<file path="config.mk">
export PLATFORM = sky130hd
export DESIGN_NAME = ptu_ram
export DESIGN_NICKNAME = d
export VERILOG_FILES = /design/src/hdl/ptu_ram.sv
export SDC_FILE = /design/constraint.sdc
export NUM_CORES = 1
export LEC_CHECK = 0
export BUFFER_PORTS_ARGS = -buffer_cell sky130_fd_sc_hd__buf_2
export CORE_ASPECT_RATIO = 0.8
export CORE_MARGIN = 3
export CORE_UTILIZATION = 39
export CTS_CLUSTER_SIZE = 20
export DETAILED_ROUTE_END_ITERATION = 7
export HOLD_SLACK_MARGIN = 0.03
export MAX_ROUTING_LAYER = met4
export PLACE_DENSITY = 0.57
export SLEW_MARGIN = 0
export SYNTH_ARGS = -nofsm -noshare
export SYNTH_HDL_FRONTEND = slang
export SYNTH_SLANG_ARGS = --single-unit
</file>
<file path="constraint.sdc">
create_clock -name clk -period 2.75 [get_ports clk]
set_clock_uncertainty 0.05 [all_clocks]
set_input_delay 0.1375 -clock clk [delete_from_list [all_inputs] [get_ports clk]]
set_output_delay 0.1375 -clock clk [all_outputs]
set_load 0.005 [all_outputs]
</file>
<file path="src/hdl/ptu_ram.sv">
// Generic simple dual-port RAM, one write and one registered read port.
// No dependencies.
module ptu_ram #(
    parameter int WIDTH = 8,
    parameter int DEPTH = 64,
    localparam int AW = (DEPTH > 1) ? $clog2(DEPTH) : 1
) (
    input  logic                     clk,
    input  logic                     we,
    input  logic [AW-1:0]            waddr,
    input  logic [WIDTH-1:0]         wdata,
    input  logic                     re,
    input  logic [AW-1:0]            raddr,
    output logic [WIDTH-1:0]         rdata
);
    logic [WIDTH-1:0] mem [DEPTH];

    always_ff @(posedge clk)
    begin
        if (we)
        begin
            mem[waddr] <= wdata;
        end
        if (re)
        begin
            rdata <= mem[raddr];
        end
    end
endmodule

</file>
After elaboration in Yosys (flattened, before gate mapping)
Memories as Yosys holds them, arrays and structs flattened. A register that Yosys moved wholly into a read port is not among the register bits.
Index checks and enable logic that the tools add are counted.
{"block": "classes", "add_sub_neg": 0, "mul": 0, "div": 0, "n_lt_le_gt_ge": 0, "eq_ne": 0, "shift": 0, "n_mux": 2, "bitwise_logic": 0, "reduce_logical": 0}
{"operator": "1-bit 2-to-1 mux", "count": 2}
{"block": "word_totals", "regBits": 0, "latchBits": 0, "ramBits": 512, "romBits": 0, "output_inout_bits": 8, "elab_cells": 3, "memories": 1}
{"name": "mem", "depth": 64, "word_bits": 8, "read_ports": 1, "rd_clocked_by_memory_dff": 1, "wr": 1, "line": "16", "rtl": "logic [WIDTH-1:0] mem [DEPTH];"}

Logic depth before layout (Yosys ltp)
{"block": "depth", "depth_word": 2, "ltp_mapped": 9}

Worst setup path after synthesis
No wires, ideal clock.
{"block": "synth_timing", "path_type": "in2reg", "startpoint": "input raddr[1]", "endpoint": "register rdata[3], read port of mem, data pin", "arrival_time_ps": 1677, "path_slack_ps": 756, "path_stages": 7, "cell_sequence": "buf_4 buf_2 buf_2 mux4_2 mux4_2 o21ai_1 o41ai_1"}
{"element": "start, declared", "line": "13", "rtl": "input logic [AW-1:0] raddr,"}
{"element": "end, declared", "line": "14", "rtl": "output logic [WIDTH-1:0] rdata"}

==> impl_metrics.json <==
{
  "status": "finished, final reports clean",
  "rr_worst_depth": 5,
  "synth_cells": 940,
  "synth_mux_area_frac": 0.159,
  "max_stage_delay_ps": 770,
  "ctsRootBufferMaster": "clkbuf_16",
  "p_int_mw": 12.7,
  "antenna_found_initial": 0,
  "timing.critical_path.from": "mem[3][3]",
  "critPathKind": "reg -> reg",
  "clock_tree.buffer_depth": 3,
  "arrival_ps": 2620,
  "start_util": 0.395,
  "async_reset_ff_frac": 0,
  "rsz0062_at_grt": "false",
  "syn_area_per_cell_sq_um": 21.5,
  "row_count": 74,
  "via_count": 9904,
  "ctsHoldBuffers": 6,
  "die_w_microns": 261,
  "yosysWarnings": 0,
  "maxCapViolCount": 0,
  "layout-drive-gt1-share": 0.314,
  "synth_compound_area_frac": 0.0206,
  "total_power_mw": 16.2,
  "dieArea_sq_um": 54700,
  "power.density_nw_per_um2": 689,
  "synth_edf_count": 520,
  "end_kind": "flip-flop",
  "port_buffers": 30,
  "clk_pin_slew_ps": 60,
  "grt_pass1_vias": 10063,
  "combPwrFrac": 0.054,
  "core_sq_um": 51200,
  "grt_start_max_net_pins": 45,
  "ant_nets": 0,
  "htreeDepth": 2,
  "holdCritPathClass": "in -> reg",
  "timing.slew.headroom": 0.405,
  "clock_power_share": 0.402,
  "dpl_cell_area_sq_um": 21900,
  "seq_power_share": 0.544,
  "cts_tree": "built",
  "slowest_stage": "a2111oi_0",
  "critPathLaunchType": "flip-flop",
  "totalWireLength_microns": 48300,
  "gp_congestion": 0.805,
  "drt-vias-per-instance": 5.46,
  "worst_pin_slew_ps": 871,
  "utilization": 0.459,
  "required_ps": 3010,
  "final_nets": 1115,
  "r2r_end": "rdata[3]",
  "dpl.hpwl_microns": 31400,
  "io_pins": 31,
  "synth.cell_area_sq_um": 20200,
  "grtUsageTotal": 0.185,
  "drt_drc_violations_left": 0,
  "pre_cts_ws_ps": -21.7,
  "antennaDiodeCount": 0,
  "fin_crit_ps": 2350,
  "post_drt_wl_per_cell_microns": 26.6,
  "period_share": 0.856,
  "dr.pass1.iters": 5,
  "yosysSeqAreaShare": 0.771,
  "setup_ws_ps": 395,
  "cp-endpoint": "rdata[3]",
  "cts.sinks": 520,
  "setup_viol": 0,
  "synthXorXnorAreaFrac": 0,
  "clk-insertion-delay-late_ps": 590,
  "grt_pass1_wl_microns": 71000,
  "ys.flop_type": "edfxtp_1",
  "synthSimpleGateAreaFrac": 0.0337,
  "cts_buffers": 50,
  "crit_buf_inv": 1,
  "r2r-start": "mem[3][3]",
  "fp.dieH_microns": 210,
  "grt_overflow": 0,
  "synth.net_count": 963,
  "p_switching_mw": 3.45,
  "finalHoldViolations": 0,
  "crit_cells": 5,
  "drv_slew": 0,
  "post_synth_fa_ha_maj_area_fraction": 0,
  "crit_family": "compound AO/OA/AOI/OAI gates",
  "synth_top_family_by_area": "multiplexers",
  "swShare": 0.213,
  "postCtsResizedCells": 0,
  "drt_iter0_markers": 1067,
  "area.growth.synth_to_final_pct": 16.2,
  "path_cells": "mux4_2 -> nor2b_1 -> a2111oi_0 -> buf_4 -> o41ai_1",
  "r2r_slack_ps": 400,
  "worst-path-max-fanout": 1,
  "max_clock_freq_ghz": 0.425,
  "hold_slack_ps": 58.6,
  "design_area_sq_um": 23500,
  "post_cts_buffers": 0,
  "peakVddDrop_mv": 0.426,
  "synth_seq_cells": 520,
  "yosysUniqueCellTypes": 39,
  "p_leak_nw": 7.51
}
power by group through the flow:
stage	clock network, mW	registers (mW)	logic (mW)
2_1_floorplan	0	8.97	0.468
3_3_place_gp	0	8.98	0.869
3_5_place_dp	0	8.98	0.878
4_1_cts	6.65	8.81	0.887
5_1_grt	7.00	8.81	0.938
6_report	6.51	8.81	0.880
cell families after synthesis:
kind of cell,Yosys count
flops,520
buf+inv,51
compound gates,54
mux,162
simple gates,153
placed cells by master (no fill, tap or decap), types with 7 or more instances in the layout:
cell type  count
nand2b_1       7
edfxtp_1     520
clkbuf_16     50
buf_2         27
mux2i_1       23
nand3_1       13
clkinv_2      10
buf_4        108
nor3_1         7
nor2_1        83
mux4_2       126
o22ai_1        8
o221ai_1       8
buf_12         9
nor2b_1       14
nand2_1       19
clkinv_1      16
mux2_2        13
layer usage:
layer  vias up  wire length [microns]  GRT usage
li1       4245                      -          -
met1      5244                  22600      0.282
met2       338                  21000      0.254
met3        77                   3730     0.0429
met4         0                   1040     0.0427
met5         -                      0          -
worst reg2reg max path: cells and delay by family (launching register included):
kind / cells / cell delay (ps)
buffers and inverters: 1 / 230
DFF: 1 / 370
and+or+nand+nor: 1 / 140
muxes: 1 / 470
AOI/OAI and AO/OA: 2 / 840
Yosys cell counts, types with 6 or more instances:
library cell / number / area share
mux4_2: 126 / 0.14
nand2_1: 19 / 0.0035
mux2i_1: 23 / 0.011
mux2_2: 13 / 0.0072
nor3_1: 7 / 0.0017
nand2b_1: 7 / 0.0022
clkbuf_1: 17 / 0.0032
a221oi_1: 6 / 0.0026
nand3_1: 13 / 0.0032
edfxtp_1: 520 / 0.77
o22ai_1: 8 / 0.0025
nor2_1: 83 / 0.015
buf_2: 11 / 0.0027
buf_4: 13 / 0.0048
o221ai_1: 8 / 0.0035
nor2b_1: 14 / 0.0043
worst min-delay path by stage:
stage          slack [ps]    endpoint      from  cells past startpoint
3_5_place_dp          490    rdata[1]        re                      1
6_report               60  mem[56][6]  wdata[6]                      1
4_1_cts                40  mem[57][6]  wdata[6]                      1
2_1_floorplan         190   mem[0][0]  wdata[0]                      0
5_1_grt                70  mem[56][6]  wdata[6]                      1
3_3_place_gp          490    rdata[1]        re                      1
state kept, by name (all words and copies together) (netlist names):
register  flops
rdata         8
mem         512
metrics by stage:
step	std cells	setup TNS [ps]
5_1_grt	1815	0
3_3_place_gp	1718	0
2_1_floorplan	940	0
3_5_place_dp	1718	-21.7
4_1_cts	1815	0
6_report	1815	0
layout make-up:
class	count	area (sq um)
fillers	4254	27700
well taps	684	856
flip-flops and latches	520	15600
repair buffers	151	1200
clock buffers	56	1270
clock inverters	35	259
multi-input cells	369	4320
Power figures use the tool's default switching activity.
