File: config.mk
export PLATFORM = sky130hd
export DESIGN_NAME = ptu_div
export DESIGN_NICKNAME = d
export VERILOG_FILES = /design/src/hdl/ptu_div.sv
export SDC_FILE = /design/constraint.sdc
export NUM_CORES = 1
export LEC_CHECK = 0
export ABC_CLOCK_PERIOD_IN_PS = 2200
export BUFFER_PORTS_ARGS = -buffer_cell sky130_fd_sc_hd__buf_2
export CAP_MARGIN = 5
export CORE_UTILIZATION = 36
export CTS_CLUSTER_DIAMETER = 30
export CTS_CLUSTER_SIZE = 30
export DETAILED_ROUTE_END_ITERATION = 16
export SLEW_MARGIN = 20
export SYNTH_ARGS = -nofsm -noshare
export SYNTH_HDL_FRONTEND = slang
export SYNTH_SLANG_ARGS = --single-unit
File: constraint.sdc
create_clock -name clk -period 2.2 [get_ports clk]
set_input_delay 0.22 -clock clk [delete_from_list [all_inputs] [get_ports clk]]
set_output_delay 0.22 -clock clk [all_outputs]
set_load 0.1 [all_outputs]
File: src/hdl/ptu_div.sv
// Restoring unsigned divider, one quotient bit per cycle.
// No dependencies.
module ptu_div #(
    parameter int DW = 16,
    parameter int VW = 8
) (
    input  logic          clk,
    input  logic          rst_n,
    input  logic          start,
    input  logic [DW-1:0] dividend,
    input  logic [VW-1:0] divisor,
    output logic [DW-1:0] quotient,
    output logic          done
);
    localparam int CNTW = $clog2(DW + 1);

    logic [DW-1:0]   quo_reg;
    logic [VW:0]     rem_reg;
    logic [VW-1:0]   dvs_reg;
    logic [CNTW-1:0] cnt_reg;
    logic            done_reg;
    logic [VW:0]     rem_sh;
    logic [VW:0]     rem_sub;
    logic            take;

    assign rem_sh  = {rem_reg[VW-1:0], quo_reg[DW-1]};
    assign take    = rem_sh >= {1'b0, dvs_reg};
    assign rem_sub = rem_sh - {1'b0, dvs_reg};

    always_ff @(posedge clk or negedge rst_n)
    begin
        if (!rst_n)
        begin
            cnt_reg  <= '0;
            done_reg <= 1'b0;
        end
        else if (start)
        begin
            cnt_reg  <= CNTW'(DW);
            done_reg <= 1'b0;
        end
        else if (cnt_reg != '0)
        begin
            cnt_reg  <= cnt_reg - 1'b1;
            done_reg <= (cnt_reg == CNTW'(1));
        end
    end

    always_ff @(posedge clk)
    begin
        if (start)
        begin
            quo_reg <= dividend;
            rem_reg <= '0;
            dvs_reg <= divisor;
        end
        else if (cnt_reg != '0)
        begin
            rem_reg <= take ? rem_sub : rem_sh;
            quo_reg <= {quo_reg[DW-2:0], take};
        end
    end

    assign quotient = quo_reg;
    assign done     = done_reg;
endmodule

==> Word-level counts from Yosys, hierarchy flattened <==
Cells that the tools add are included.
{ "op_classes": {"mux": 7, "multipliers": 0, "n_lt_le_gt_ge": 1, "n_addsub": 2, "n_reduce_logical": 2, "n_eq_ne": 1, "n_shift": 0, "n_bitwise": 0, "n_div": 0} }
{ "op_table": {"columns": ["op", "count"], "rows": [
  ["2-to-1 mux 16 bit", 2],
  ["2-to-1 mux 5 bit", 2],
  [">= comparator 9 x 8 -> 1 bit", 1],
  ["2-to-1 mux 8 bit", 1],
  ["subtractor 8 bit", 1],
  ["equality test 5 x 1 -> 1 bit, second input constant", 1],
  ["nonzero test 5 bit", 1],
  ["subtractor 5 x 1 -> 5 bit, second input constant", 1],
  ["2-to-1 mux 1 bit", 2],
  ["nonzero test 2 bit", 1]
]} }
{ "totals": {"register_bits": 38, "wordCells": 18, "mem_bits_ro": 0, "latch_bits": 0, "memories": 0, "ram_bits": 0} }

==> Longest topological paths before layout <==
{ "depth": {"ltp_word": 3, "ltp_mapped": 8, "depth_no_buf": 8} }

==> Worst setup path after synthesis <==
Ideal clock, no wire load.
{ "synth_timing": {"path_kind": "register to register", "startpoint": "register quo_reg[15] (netlist: quotient[15])", "endpoint": "register rem_reg[6]", "synth_period_minus_slack_ps": 2632, "arrival_ps": 2546, "path_stages_with_launch": 9, "n_path_buf": 0, "slack_ps": -432, "cell_sequence": "edfxtp_1 -> inv_1 -> ha_1 -> fa_1 -> nand2b_1 -> a21boi_0 -> mux2i_1 -> o22ai_1 -> a211oi_1"} }
{ "synth_between": {"elab_chain_cells": 2, "word_cells_on_any_way": 3, "cone_classes": "1 x add/sub; 1 x order compare; 1 x mux"} }
{ "synth_rtl": {"columns": ["item", "line_no", "text"], "rows": [
  ["start, declared", "17", "logic [DW-1:0] quo_reg;"],
  ["start signal, assigned", "53", "quo_reg <= dividend;"],
  ["start signal, assigned", "60", "quo_reg <= {quo_reg[DW-2:0], take};"],
  ["subtractor 8 bit or >= comparator 9 x 8 -> 1 bit (tied branches)", "28, 27", null],
  ["2-to-1 mux 8 bit *", "59", "rem_reg <= take ? rem_sub : rem_sh;"],
  ["end signal, assigned", "59", null],
  ["end, declared", "18", "logic [VW:0] rem_reg;"]
]} }
Every way passes the cells marked *; elsewhere a longest branch is shown, timed or not.
A chain may end at the register's enable or synchronous reset.

==> Worst setup path after layout <==
{ "layout_timing": {"startpoint": "register rem_reg[1]", "endpoint": "register quo_reg[0] (netlist: quotient[0]), data pin"} }
{ "layout_between": {"elab_chain_cells": 3} }
{ "layout_rtl": {"columns": ["item", "line_no", "text"], "rows": [
  [">= comparator 9 x 8 -> 1 bit", "27", "assign take = rem_sh >= {1'b0, dvs_reg};"],
  ["2-to-1 mux 16 bit", "57", "else if (cnt_reg != '0)"],
  ["2-to-1 mux 16 bit", "51", "if (start)"]
]} }
Every way passes these cells. The select of a mux whose other input is x is not followed.

==> results.yml <==
critical_path:
  criticalPathCategory: "flop to flop"
  worstPathArrival_ns: 2.06
  reg2reg_slack_ns: 0.19
  critical_path_required_ns: 2.24
  crit_fanout: 8
  worstSetupStartpointType: "flop"
  timing.rr.start: "rem_reg[1]"
  r2r-end: "quotient[0]"
  worstSetupEndpointType: "flop"
  r2r_cells: 6
route:
  viasPerCell: 5.08
  top_layer_used: "met4"
  met3WireLength_um: 128
  drc: 0
  via_count: 1529
  wl_met1_um: 1980
  antenna_left: 0
  wl_per_cell_um: 14.1
  first_pass_iters: 6
  drt_wl_total_um: 4250
  dr.first_iter.drc_count: 83
  met2_length_um: 2090
clocking:
  insertion_delay_ns: 0.29
  cts_max_level: 2
  clkSlewWorstSetupHoldPaths_ns: 0.07
  cts_tree: "built"
  root_buffer: "clkbuf_8"
  clock_path_buffers: 2
  postCtsResizedCells: 0
  cts_setup_buffers: 0
  cts_sinks: 38
  cts_buffers: 5
min_path:
  hp-class: "input pin to flop"
  whs_path_depth: 1
  hold_start: "divisor[7]"
  hold_end: "dvs_reg[7]"
floorplanning:
  ios: 44
  rows: 27
  start_util_pct: 37.6
  coreArea_sq_um: 5570
  die_area_sq_um: 6130
  die_h_um: 78.3
  die_w_um: 78.3
power:
  pwr_density_cell_nw_per_um2: 1290
  p_leak_nw: 1.08
  comb_power_share_pct: 49.8
  power.switching_mw: 1.51
  p_seq_share_pct: 32.6
  sw_frac_of_total_pct: 45.8
  finalPower_mw: 3.29
  peakVddDrop_v: 0.000695
  internal_power_mw: 1.79
  clkPwrFrac_pct: 17.6
sta:
  drv_slew: 0
  timing.final.ws_setup_ns: 0.186
  finalHoldViolCount: 0
  worstMarginPinSlew_ns: 0.774
  final.period_utilization_pct: 91.6
  finalClockSkew_ns: 0.00301
  fin_crit_ns: 2.01
  max_freq_mhz: 496
  setup_viol: 0
  slew_headroom_pct: 48.4
  rsz0062_at_grt: "no"
cells_and_area:
  fin_cells: 301
  antennaDiodeCount: 0
  layout.nets: 267
  largest_reg_flops: 16
  final_layout_size_suffix_gt1_share_pct: 37.1
  syn_to_final_growth_pct: 21.8
  final_util_pct: 45.8
job:
  cap_violations: 0
placed_design:
  routabilityCongestion: 0.786
  pre_cts_slack_ns: 0.183
  place_inst: 292
  place_hpwl_um: 3160
  io_buffers: 43
run_status:
  status: "complete, no violations"
logic_synthesis:
  ys_warn_count: 0
  synth.avg_cell_area_sq_um: 11.6
  synth_nets: 220
  synthCells: 181
  syn-cell-area_sq_um: 2100
  synth_top_flop_cell: "edfxtp_1"
  yosysUniqueCellTypes: 48
  synth-seq-area-share_pct: 49.2
  ys_ff_latch: 38
  synth_edf_count: 24
  synthArstFlopShare_pct: 15.8
global_route:
  grt_first_pass_wirelength_um: 7090
  grt_max_degree: 37
  antenna_found_initial: 0
  overflow: 0
  grtUsageTotal_pct: 15.2
  grt_pass1_vias: 1487
-- worst max-delay path: stages, from the launching register on --
cell      delay (ns)
dfxtp_1         0.34
ha_1            0.39
nor2_1          0.26
a21oi_4         0.08
o221ai_4        0.29
nand2_1         0.13
mux2_2          0.27
-- per-layer routing --
layer  global-route usage (%)  vias up
met4                     5.00        0
met3                     4.19        5
li1                         -      762
met1                     19.1      739
met5                        0        -
met2                     25.2       23
-- cell type report --
type,count,area [sq um]
clock buffer,6,72.6
clock inverter,2,33.8
fill,528,3020
inverter,13,48.8
multi-input combinational,123,1030
sequential,38,1030
tap,72,90.1
timing repair buffer,47,248
-- cell usage after synthesis (3+ instances only) --
library cell,instances,share of area [%]
dfxtp_1,8,7.6
edfxtp_1,24,34
or3_1,3,0.90
nand3_1,3,0.72
mux2_2,16,8.6
xnor2_1,5,2.1
nor2_1,15,2.7
a211oi_1,5,1.8
nand2_1,9,1.6
a21oi_2,3,1.3
nand2b_1,4,1.2
o211ai_1,3,1.1
inv_1,13,2.3
ha_1,11,6.6
mux2i_1,3,1.4
nor3b_1,4,1.4
a21oi_1,4,0.95
clkbuf_1,4,0.72
dfrtp_1,6,7.2
a311oi_1,3,1.3
a31oi_1,4,1.2
-- what timing repair did --
item,in CTS,in global routing
hold buffers,1,0
setup endpoints to repair,0,0
endpoints found under the hold margin,6,0
-- stage by stage --
step / hold slack (ns) / instance area, sq um / TNS (ns)
6_report: 0.104 / 2550 / 0
5_1_grt: 0.0887 / 2550 / 0
4_1_cts: 0.0945 / 2550 / 0
3_5_place_dp: 0.0538 / 2440 / 0
3_3_place_gp: 0.0542 / 2440 / 0
2_1_floorplan: -0.0756 / 2140 / -0.879
-- cell usage in the layout (no fill, tap or decap), types with 4 or more instances in the layout --
cell type and n:
edfxtp_1 24, nand2_1 9, buf_2 43, a31oi_1 4, dfxtp_1 8, dfrtp_1 6, nor3b_1 4, a211oi_1 5
inv_1 12, xnor2_1 5, nor2_1 15, mux2_2 16, clkbuf_8 5, ha_1 10, a21oi_1 4
-- worst max-delay path by stage --
stage / startpoint / endpoint
finish: rem_reg[1] / quotient[0]
global route: rem_reg[1] / quotient[0]
CTS: rem_reg[1] / quotient[0]
detailed placement: dvs_reg[6] / rem_reg[7]
global placement: rem_reg[1] / quotient[0]
floorplan: quotient[15] / rem_reg[6]
-- logic make-up after synthesis --
group,Yosys count,share of synthesized area [%]
xor+xnor,6,2.51
buf+inv,20,3.88
compound gates,35,13.3
mux,19,10.0
fa+ha+maj,12,7.52
simple gates,51,13.6
flops,38,49.2
-- power by group through the flow --
| stage | Combinational, mW | Clock (mW) | Sequential [mW] |
|---|---|---|---|
| 2_1_floorplan | 0.798 | 0 | 1.64 |
| 3_3_place_gp | 1.62 | 0 | 1.09 |
| 3_5_place_dp | 1.64 | 0 | 1.09 |
| 4_1_cts | 1.65 | 0.593 | 1.08 |
| 5_1_grt | 1.76 | 0.617 | 1.10 |
| 6_report | 1.64 | 0.578 | 1.07 |
(Power assumes the default switching activity.)
